$ cat config.mk
export PLATFORM = sky130hd
export DESIGN_NAME = can_fd_tx_element_formatter
export DESIGN_NICKNAME = d
export VERILOG_FILES = /design/src/hdl/cfte_pkg.sv /design/src/hdl/can_fd_tx_element_formatter.sv /design/src/hdl/cfte_front.sv /design/src/hdl/cfte_queue.sv /design/src/hdl/cfte_back.sv
export SDC_FILE = /design/constraint.sdc
export NUM_CORES = 1
export LEC_CHECK = 0
export BUFFER_PORTS_ARGS = -buffer_cell sky130_fd_sc_hd__clkbuf_2
export CAP_MARGIN = 10
export CELL_PAD_IN_SITES_DETAIL_PLACEMENT = 0
export CELL_PAD_IN_SITES_GLOBAL_PLACEMENT = 1
export CORE_MARGIN = 2
export CORE_UTILIZATION = 47
export DETAILED_ROUTE_END_ITERATION = 12
export GPL_ROUTABILITY_DRIVEN = 0
export PLACE_DENSITY = 0.77
export SLEW_MARGIN = 20
export SYNTH_ARGS = -nofsm -noshare
export SYNTH_HDL_FRONTEND = slang
export SYNTH_HIERARCHICAL = 1
export SYNTH_SLANG_ARGS = --single-unit
$ cat constraint.sdc
create_clock -name aclk -period 6.7 [get_ports aclk]
set_input_delay 1.005 -clock aclk [delete_from_list [all_inputs] [get_ports aclk]]
set_output_delay 1.005 -clock aclk [all_outputs]
set_load 0.01 [all_outputs]
$ cat src/hdl/cfte_pkg.sv
package cfte_pkg;

    localparam int CFG_IDX_W  = 1;
    localparam int CFG_DATA_W = 12;

    localparam logic [CFG_IDX_W-1:0] CFG_FD_ENABLED = 1'd0;
    localparam logic [CFG_IDX_W-1:0] CFG_SLICE_BASE = 1'd1;

    localparam logic CMD_START   = 1'b0;
    localparam logic CMD_PAYLOAD = 1'b1;

    localparam logic [2:0] ST_OK        = 3'd0;
    localparam logic [2:0] ST_FD_OFF    = 3'd1;
    localparam logic [2:0] ST_CLASSIC   = 3'd2;
    localparam logic [2:0] ST_TOO_LONG  = 3'd3;
    localparam logic [2:0] ST_NONCANON  = 3'd4;
    localparam logic [2:0] ST_FULL      = 3'd5;
    localparam logic [2:0] ST_BAD_INDEX = 3'd6;

    typedef struct packed {
        logic        cmd;
        logic [28:0] frame_id;
        logic        extended;
        logic        fd_request;
        logic [7:0]  byte_len;
        logic        fifo_full;
        logic [4:0]  put_index;
        logic [31:0] payload_word;
    } in_t;

    typedef struct packed {
        logic [31:0] element_word;
        logic [11:0] word_addr;
        logic [2:0]  status;
        logic [7:0]  request_mask;
        logic        last;
    } out_t;

    typedef enum logic [1:0] {
        OP_ERR  = 2'd0,
        OP_HDR  = 2'd1,
        OP_DATA = 2'd2
    } op_kind_t;

    // One queued operation. For a header, word is T0 and mask/last belong to T1.
    typedef struct packed {
        op_kind_t    kind;
        logic [31:0] word;
        logic [11:0] addr;
        logic [3:0]  dlc;
        logic        fd;
        logic [2:0]  status;
        logic [7:0]  mask;
        logic        last;
    } op_t;

endpackage

$ cat src/hdl/can_fd_tx_element_formatter.sv
// An item is classified by the front, queued, then loaded into the output register.
// Each payload or error item gives one result per cycle while m_ready holds; a start
// gives two results (T0 then T1) through the single output register in the back end.
// Reset: synchronous, active low on aresetn; clears config, frame state, the
// operation queue and the output valid. No clearing pass is needed.
module can_fd_tx_element_formatter #(
    parameter int RX_ENTRIES  = 8,
    parameter int TX_ENTRIES  = 8,
    parameter int ENTRY_WORDS = 18
) (
    input  logic                            aclk,
    input  logic                            aresetn,
    // item input channel
    input  logic                            s_valid,
    output logic                            s_ready,
    input  cfte_pkg::in_t                   s_data,
    // result channel
    output logic                            m_valid,
    input  logic                            m_ready,
    output cfte_pkg::out_t                  m_data,
    // configuration write channel
    input  logic                            cfg_valid,
    output logic                            cfg_ready,
    input  logic [cfte_pkg::CFG_IDX_W-1:0]  cfg_index,
    input  logic [cfte_pkg::CFG_DATA_W-1:0] cfg_data
);

    logic          q_full;
    logic          q_push;
    cfte_pkg::op_t q_push_op;
    logic          q_pop;
    logic          q_head_valid;
    cfte_pkg::op_t q_head_op;

    // Accept whenever the queue has a free slot; the front classifies in the
    // same cycle and pushes one operation (ignored payloads push nothing).
    assign s_ready   = !q_full;
    // Configuration is always taken; the user writes it only while idle (unchecked).
    assign cfg_ready = 1'b1;

    cfte_front #(
        .RX_ENTRIES  (RX_ENTRIES),
        .TX_ENTRIES  (TX_ENTRIES),
        .ENTRY_WORDS (ENTRY_WORDS)
    ) u_front (
        .aclk      (aclk),
        .aresetn   (aresetn),
        .in_accept (s_valid && s_ready),
        .in_data   (s_data),
        .cfg_write (cfg_valid && cfg_ready),
        .cfg_index (cfg_index),
        .cfg_data  (cfg_data),
        .push      (q_push),
        .push_op   (q_push_op)
    );

    // Two-slot queue decouples classification from word emission.
    cfte_queue u_queue (
        .aclk       (aclk),
        .aresetn    (aresetn),
        .push       (q_push),
        .push_op    (q_push_op),
        .pop        (q_pop),
        .full       (q_full),
        .head_valid (q_head_valid),
        .head_op    (q_head_op)
    );

    // Back end expands headers into T0/T1 and holds results in the output register.
    cfte_back u_back (
        .aclk       (aclk),
        .aresetn    (aresetn),
        .head_valid (q_head_valid),
        .head_op    (q_head_op),
        .pop        (q_pop),
        .m_valid    (m_valid),
        .m_ready    (m_ready),
        .m_data     (m_data)
    );

endmodule

$ cat src/hdl/cfte_front.sv
module cfte_front #(
    parameter int RX_ENTRIES  = 8,
    parameter int TX_ENTRIES  = 8,
    parameter int ENTRY_WORDS = 18
) (
    input  logic                               aclk,
    input  logic                               aresetn,
    input  logic                               in_accept,
    input  cfte_pkg::in_t                      in_data,
    input  logic                               cfg_write,
    input  logic [cfte_pkg::CFG_IDX_W-1:0]     cfg_index,
    input  logic [cfte_pkg::CFG_DATA_W-1:0]    cfg_data,
    output logic                               push,
    output cfte_pkg::op_t                      push_op
);

    localparam logic [11:0] RX_SPAN = 12'(RX_ENTRIES * ENTRY_WORDS);
    localparam logic [11:0] EW      = 12'(ENTRY_WORDS);
    localparam logic [5:0]  TX_LIM  = 6'(TX_ENTRIES);

    logic        fd_enabled_reg;
    logic [11:0] slice_base_reg;

    logic        active_reg, active_next;
    logic [6:0]  rem_reg, rem_next;
    logic [11:0] addr_reg, addr_next;
    logic [2:0]  idx_reg, idx_next;

    logic [2:0]  status;
    logic [11:0] base;
    logic [3:0]  dlc;
    logic [31:0] t0;
    logic [31:0] data_word;
    logic [31:0] byte_keep;

    function automatic logic [3:0] dlc_of(input logic [7:0] len);
        logic [3:0] d;
        if (len <= 8'd8)       d = len[3:0];
        else if (len <= 8'd12) d = 4'd9;
        else if (len <= 8'd16) d = 4'd10;
        else if (len <= 8'd20) d = 4'd11;
        else if (len <= 8'd24) d = 4'd12;
        else if (len <= 8'd32) d = 4'd13;
        else if (len <= 8'd48) d = 4'd14;
        else                   d = 4'd15;
        return d;
    endfunction

    function automatic logic fd_len_ok(input logic [7:0] len);
        logic ok;
        case (len) inside
            8'd12, 8'd16, 8'd20, 8'd24, 8'd32, 8'd48, 8'd64: ok = 1'b1;
            default: ok = (len <= 8'd8);
        endcase
        return ok;
    endfunction

    always_ff @(posedge aclk) begin
        if (!aresetn) begin
            fd_enabled_reg <= 1'b0;
            slice_base_reg <= '0;
        end else if (cfg_write) begin
            unique case (cfg_index)
                cfte_pkg::CFG_FD_ENABLED: fd_enabled_reg <= cfg_data[0];
                cfte_pkg::CFG_SLICE_BASE: slice_base_reg <= cfg_data;
                default: ;
            endcase
        end
    end

    always_comb begin
        if (in_data.fd_request && !fd_enabled_reg)               status = cfte_pkg::ST_FD_OFF;
        else if (!in_data.fd_request && in_data.byte_len > 8'd8) status = cfte_pkg::ST_CLASSIC;
        else if (in_data.byte_len > 8'd64)                       status = cfte_pkg::ST_TOO_LONG;
        else if (!fd_len_ok(in_data.byte_len))                   status = cfte_pkg::ST_NONCANON;
        else if (in_data.fifo_full)                              status = cfte_pkg::ST_FULL;
        else if ({1'b0, in_data.put_index} >= TX_LIM)            status = cfte_pkg::ST_BAD_INDEX;
        else                                                     status = cfte_pkg::ST_OK;
    end

    assign base = slice_base_reg + RX_SPAN + 12'(in_data.put_index) * EW;
    assign dlc  = in_data.fd_request ? dlc_of(in_data.byte_len) : in_data.byte_len[3:0];
    assign t0   = in_data.extended ? {3'b010, in_data.frame_id}
                                   : {3'b000, in_data.frame_id[10:0], 18'b0};

    // Keep only the bytes still inside the frame on the closing word.
    always_comb begin
        for (int b = 0; b < 4; b++) begin
            byte_keep[8*b +: 8] = (rem_reg >= 7'd4 || 7'(b) < rem_reg) ? 8'hFF : 8'h00;
        end
    end
    assign data_word = in_data.payload_word & byte_keep;

    always_comb begin
        active_next = active_reg;
        rem_next    = rem_reg;
        addr_next   = addr_reg;
        idx_next    = idx_reg;
        push        = 1'b0;
        push_op     = '0;
        push_op.kind = cfte_pkg::OP_ERR;
        if (in_accept) begin
            if (in_data.cmd == cfte_pkg::CMD_START) begin
                push        = 1'b1;
                active_next = 1'b0;
                rem_next    = '0;
                if (status != cfte_pkg::ST_OK) begin
                    push_op.kind   = cfte_pkg::OP_ERR;
                    push_op.status = status;
                    push_op.last   = 1'b1;
                end else begin
                    idx_next       = in_data.put_index[2:0];
                    push_op.kind   = cfte_pkg::OP_HDR;
                    push_op.word   = t0;
                    push_op.addr   = base;
                    push_op.dlc    = dlc;
                    push_op.fd     = in_data.fd_request;
                    push_op.status = cfte_pkg::ST_OK;
                    if (in_data.byte_len == 8'd0) begin
                        push_op.mask = 8'(1) << in_data.put_index[2:0];
                        push_op.last = 1'b1;
                    end else begin
                        active_next = 1'b1;
                        rem_next    = in_data.byte_len[6:0];
                        addr_next   = base + 12'd2;
                    end
                end
            end else if (active_reg) begin
                push           = 1'b1;
                push_op.kind   = cfte_pkg::OP_DATA;
                push_op.word   = data_word;
                push_op.addr   = addr_reg;
                push_op.status = cfte_pkg::ST_OK;
                addr_next      = addr_reg + 12'd1;
                rem_next       = (rem_reg >= 7'd4) ? rem_reg - 7'd4 : 7'd0;
                if (rem_next == 7'd0) begin
                    active_next  = 1'b0;
                    push_op.mask = 8'(1) << idx_reg;
                    push_op.last = 1'b1;
                end
            end
        end
    end

    always_ff @(posedge aclk) begin
        if (!aresetn) begin
            active_reg <= 1'b0;
            rem_reg    <= '0;
            addr_reg   <= '0;
            idx_reg    <= '0;
        end else begin
            active_reg <= active_next;
            rem_reg    <= rem_next;
            addr_reg   <= addr_next;
            idx_reg    <= idx_next;
        end
    end

endmodule

$ cat src/hdl/cfte_queue.sv
module cfte_queue (
    input  logic          aclk,
    input  logic          aresetn,
    input  logic          push,
    input  cfte_pkg::op_t push_op,
    input  logic          pop,
    output logic          full,
    output logic          head_valid,
    output cfte_pkg::op_t head_op
);

    cfte_pkg::op_t slot_reg [2];
    logic          wr_ptr_reg, rd_ptr_reg;
    logic [1:0]    count_reg;

    assign full       = (count_reg == 2'd2);
    assign head_valid = (count_reg != 2'd0);
    assign head_op    = slot_reg[rd_ptr_reg];

    always_ff @(posedge aclk) begin
        if (push) begin
            slot_reg[wr_ptr_reg] <= push_op;
        end
    end

    always_ff @(posedge aclk) begin
        if (!aresetn) begin
            wr_ptr_reg <= 1'b0;
            rd_ptr_reg <= 1'b0;
            count_reg  <= '0;
        end else begin
            if (push) wr_ptr_reg <= ~wr_ptr_reg;
            if (pop)  rd_ptr_reg <= ~rd_ptr_reg;
            count_reg <= count_reg + 2'(push) - 2'(pop);
        end
    end

endmodule

$ cat src/hdl/cfte_back.sv
module cfte_back (
    input  logic           aclk,
    input  logic           aresetn,
    input  logic           head_valid,
    input  cfte_pkg::op_t  head_op,
    output logic           pop,
    output logic           m_valid,
    input  logic           m_ready,
    output cfte_pkg::out_t m_data
);

    typedef enum logic [1:0] {
        BEAT_T0 = 2'b01,
        BEAT_T1 = 2'b10
    } beat_t;

    beat_t          beat_reg, beat_next;
    logic           m_valid_reg, m_valid_next;
    cfte_pkg::out_t m_data_reg, m_data_next;
    logic           load;

    assign load = !m_valid_reg || m_ready;

    always_comb begin
        beat_next    = beat_reg;
        m_valid_next = m_valid_reg;
        m_data_next  = m_data_reg;
        pop          = 1'b0;
        if (load) begin
            m_valid_next = head_valid;
            if (head_valid) begin
                m_data_next.status = head_op.status;
                unique case (head_op.kind)
                    cfte_pkg::OP_HDR: begin
                        unique case (beat_reg)
                            BEAT_T0: begin
                                m_data_next.element_word = head_op.word;
                                m_data_next.word_addr    = head_op.addr;
                                m_data_next.request_mask = '0;
                                m_data_next.last         = 1'b0;
                                beat_next                = BEAT_T1;
                            end
                            BEAT_T1: begin
                                m_data_next.element_word = {10'b0, head_op.fd, head_op.fd,
                                                            head_op.dlc, 16'b0};
                                m_data_next.word_addr    = head_op.addr + 12'd1;
                                m_data_next.request_mask = head_op.mask;
                                m_data_next.last         = head_op.last;
                                beat_next                = BEAT_T0;
                                pop                      = 1'b1;
                            end
                            default: beat_next = BEAT_T0;
                        endcase
                    end
                    default: begin
                        m_data_next.element_word = head_op.word;
                        m_data_next.word_addr    = head_op.addr;
                        m_data_next.request_mask = head_op.mask;
                        m_data_next.last         = head_op.last;
                        pop                      = 1'b1;
                    end
                endcase
            end
        end
    end

    always_ff @(posedge aclk) begin
        if (!aresetn) begin
            beat_reg    <= BEAT_T0;
            m_valid_reg <= 1'b0;
        end else begin
            beat_reg    <= beat_next;
            m_valid_reg <= m_valid_next;
        end
    end

    always_ff @(posedge aclk) begin
        m_data_reg <= m_data_next;
    end

    assign m_valid = m_valid_reg;
    assign m_data  = m_data_reg;

endmodule

==> run summary <==
Layout area overhead = 16.1%
I/O Buffers = 153
Global Route Usage Sum = 0.197
HPWL after detailed placement = 17,600 µm
RR Startpoint = u_front/slice_base_reg[2]$_SDFFE_PN0P_
Hold Violations, Final = 0
PnR worst setup slack = 2.24 ns
crit path max fanout = 8
ant diodes = 0
fin util = 0.561
Vias per Instance = 5.46
R2R Setup Slk = 3.30 ns
Slew Viols, Final = 0
leading cell type in the layout, fill and taps excluded = edfxtp_1
Setup-failing EPs final = 0
cts bufs inserted = 24
DRT iter0 DRCs = 424
Critical Path RT = 7.10 ns
cells after synthesis = 919
initial antenna violation count = 0
Setup crit end kind = register
Starting Density = 0.483
P_leak = 5.14 nW
vias in the first global route = 7,473
Slew headroom = 0.318
fin area = 13,200 µm²
hold bufs inserted after CTS = 0
Seq/Total Area, Yosys = 0.557
Post-synth EDFFs = 182
DRT Wirelength = 25,300 µm
post-DR wirelength/cell = 18.1 µm
worst hold start = u_front/slice_base_reg[7]$_SDFFE_PN0P_
slew at the pin closest to its max-slew limit = 1.02 ns
hold endpoint = u_front/slice_base_reg[7]$_SDFFE_PN0P_
post-synthesis net count = 1,046
clock root cell = clkbuf_16
RSZ-0062 raised after global routing = no
Crit Reg-Reg Endpoint = u_front/addr_reg[11]$_SDFFE_PN0P_
WHS = 0.454 ns
Synth async-reset ratio = 0
worst hold path type = register to register
clock skew = 0.0219 ns
TritonCTS clock tree = built
dpl cell area = 12,300 µm²
Synth cell types = 82
final worst path period need = 4.46 ns
Tcrit/Tclk final = 0.666
status = finished, final reports clean
Die H = 160 µm
Post-route DRC = 0
Die W = 160 µm
Die ar. = 25,500 µm²
max reg flops = 126
hold depth = 2
fraction of final layout cells sized beyond drive strength 1 = 0.272
fin nets = 1,191
H-tree depth = 1
# resized after CTS = 0
Worst Path Arrival = 4.86 ns
maximum clock rate = 0.224 GHz
Rows = 56
synthesized cell area = 11,400 µm²
Vias = 7,646
most frequent cells in the layout = edfxtp_1 (182), clkbuf_2 (153), nand2_1 (88)
Post-DRT Antenna Nets = 0
largest net degree at the start of global routing = 54
Worst-path clk slew = 0.06 ns
Clock Path Buffers = 3
Worst setup SP type = input port
Syn Area/Cell = 12.4 µm²
worst vdd ir = 0.190 mV
R2R depth = 12
I/O Pins = 155
yosys warns = 6
pre-CTS setup slack = 1.73 ns
Max-Cap Viols = 0
Pwr Density = 338 nW/µm²
post-CTS setup buffer count = 0
first drt pass iteration count = 5
setup_tns = 0 ns
most common flop cell mapped by yosys = edfxtp_1
first-pass GRT wire length = 40,300 µm
Placeable Area = 23,600 µm²
gr ovfl total = 0
register bit count reported by yosys = 226
clk sinks = 226
clock latency on the worst-skew pair = 0.52 ns
kind of critical path = input port to register
[critical path, cell delays in order]
cell	delay [ns]
clkbuf_2	0.14
ha_1	0.32
ha_1	0.23
fa_1	0.45
ha_1	0.29
ha_1	0.38
a21o_1	0.24
a31o_2	0.22
o21ai_0	0.39
and4_1	0.34
nand3_1	0.14
nor3b_1	0.27
xor2_1	0.11
a311o_1	0.35
[final cells by class]
cell class                 instances  area [µm²]
clock buffer                      35         693
clock inverter                     9         198
fill                            2009       10400
inverter                          36         135
multi-input combinational        616        4620
sequential                       226        6350
tap                              319         399
timing repair buffer             160         843
[metrics by stage]
step           total power [mW]  std cells
3_5_place_dp               3.04       1357
3_3_place_gp               3.03       1357
5_1_grt                    4.68       1401
6_report                   4.47       1401
2_1_floorplan              2.70        919
4_1_cts                    4.52       1401
[logic make-up after synthesis]
| logic type | synth area share |
|---|---|
| simple gates | 0.137 |
| flops | 0.557 |
| compound gates | 0.109 |
| mux | 0.0984 |
| buf+inv | 0.0400 |
| fa+ha+maj | 0.0353 |
| xor+xnor | 0.0235 |
| other cells | 0.000329 |
[worst max-delay path by stage]
stage	to	cells after the start	slack [ns]	from
floorplan	u_queue/slot_reg[0][0]$_DFFE_PP_	5	1.52	s_valid
global placement	u_front/addr_reg[11]$_SDFFE_PN0P_	14	1.81	s_data[33]
detailed placement	u_front/addr_reg[11]$_SDFFE_PN0P_	14	1.73	s_data[33]
CTS	u_front/addr_reg[11]$_SDFFE_PN0P_	14	2.24	s_data[33]
global route	u_front/addr_reg[11]$_SDFFE_PN0P_	14	1.94	s_data[33]
finish	u_front/addr_reg[11]$_SDFFE_PN0P_	14	2.24	s_data[33]
[report_power, final]
part           switching (mW)  total (mW)  internal [mW]  leakage, nW
clock                   0.528        1.47          0.947        0.431
sequential              0.108        1.95           1.84         2.09
combinational           0.579        1.05          0.467         2.62
[synthesized netlist by cell type, types with 6 or more instances]
| library cell | count | area [µm²] |
|---|---|---|
| a211oi_1 | 10 | 75.1 |
| a21oi_1 | 42 | 210 |
| a22o_1 | 7 | 61.3 |
| a22oi_1 | 23 | 173 |
| and2_1 | 19 | 119 |
| and2b_1 | 11 | 82.6 |
| and3_1 | 8 | 50.1 |
| buf_12 | 7 | 140 |
| clkbuf_1 | 24 | 90.1 |
| dfxtp_1 | 44 | 881 |
| edfxtp_1 | 182 | 5470 |
| ha_1 | 29 | 363 |
| inv_1 | 35 | 131 |
| mux2_2 | 8 | 90.1 |
| mux2_4 | 60 | 901 |
| mux2i_1 | 13 | 130 |
| nand2_1 | 88 | 330 |
| nand3_1 | 18 | 90.1 |
| nand4_1 | 6 | 37.5 |
| nor2_1 | 39 | 146 |
| nor2b_1 | 44 | 275 |
| nor3_1 | 7 | 35.0 |
| o21a_1 | 7 | 52.6 |
| o21ai_0 | 40 | 200 |
| o22ai_1 | 9 | 56.3 |
| or2_2 | 8 | 50.1 |
| or3_1 | 6 | 37.5 |
| xnor2_1 | 19 | 166 |
| xor2_1 | 9 | 78.8 |
[per-layer routing]
| metal | GRT usage | up-vias | part of all wire | routed length, µm |
|---|---|---|---|---|
| met5 | 0 | - | 0 | 0 |
| met4 | 0.0393 | 0 | 0.015 | 374 |
| met3 | 0.0299 | 33 | 0.052 | 1320 |
| met2 | 0.346 | 198 | 0.50 | 12500 |
| met1 | 0.261 | 3719 | 0.44 | 11100 |
| li1 | - | 3696 | - | - |
Power figures use the tool's default switching activity.
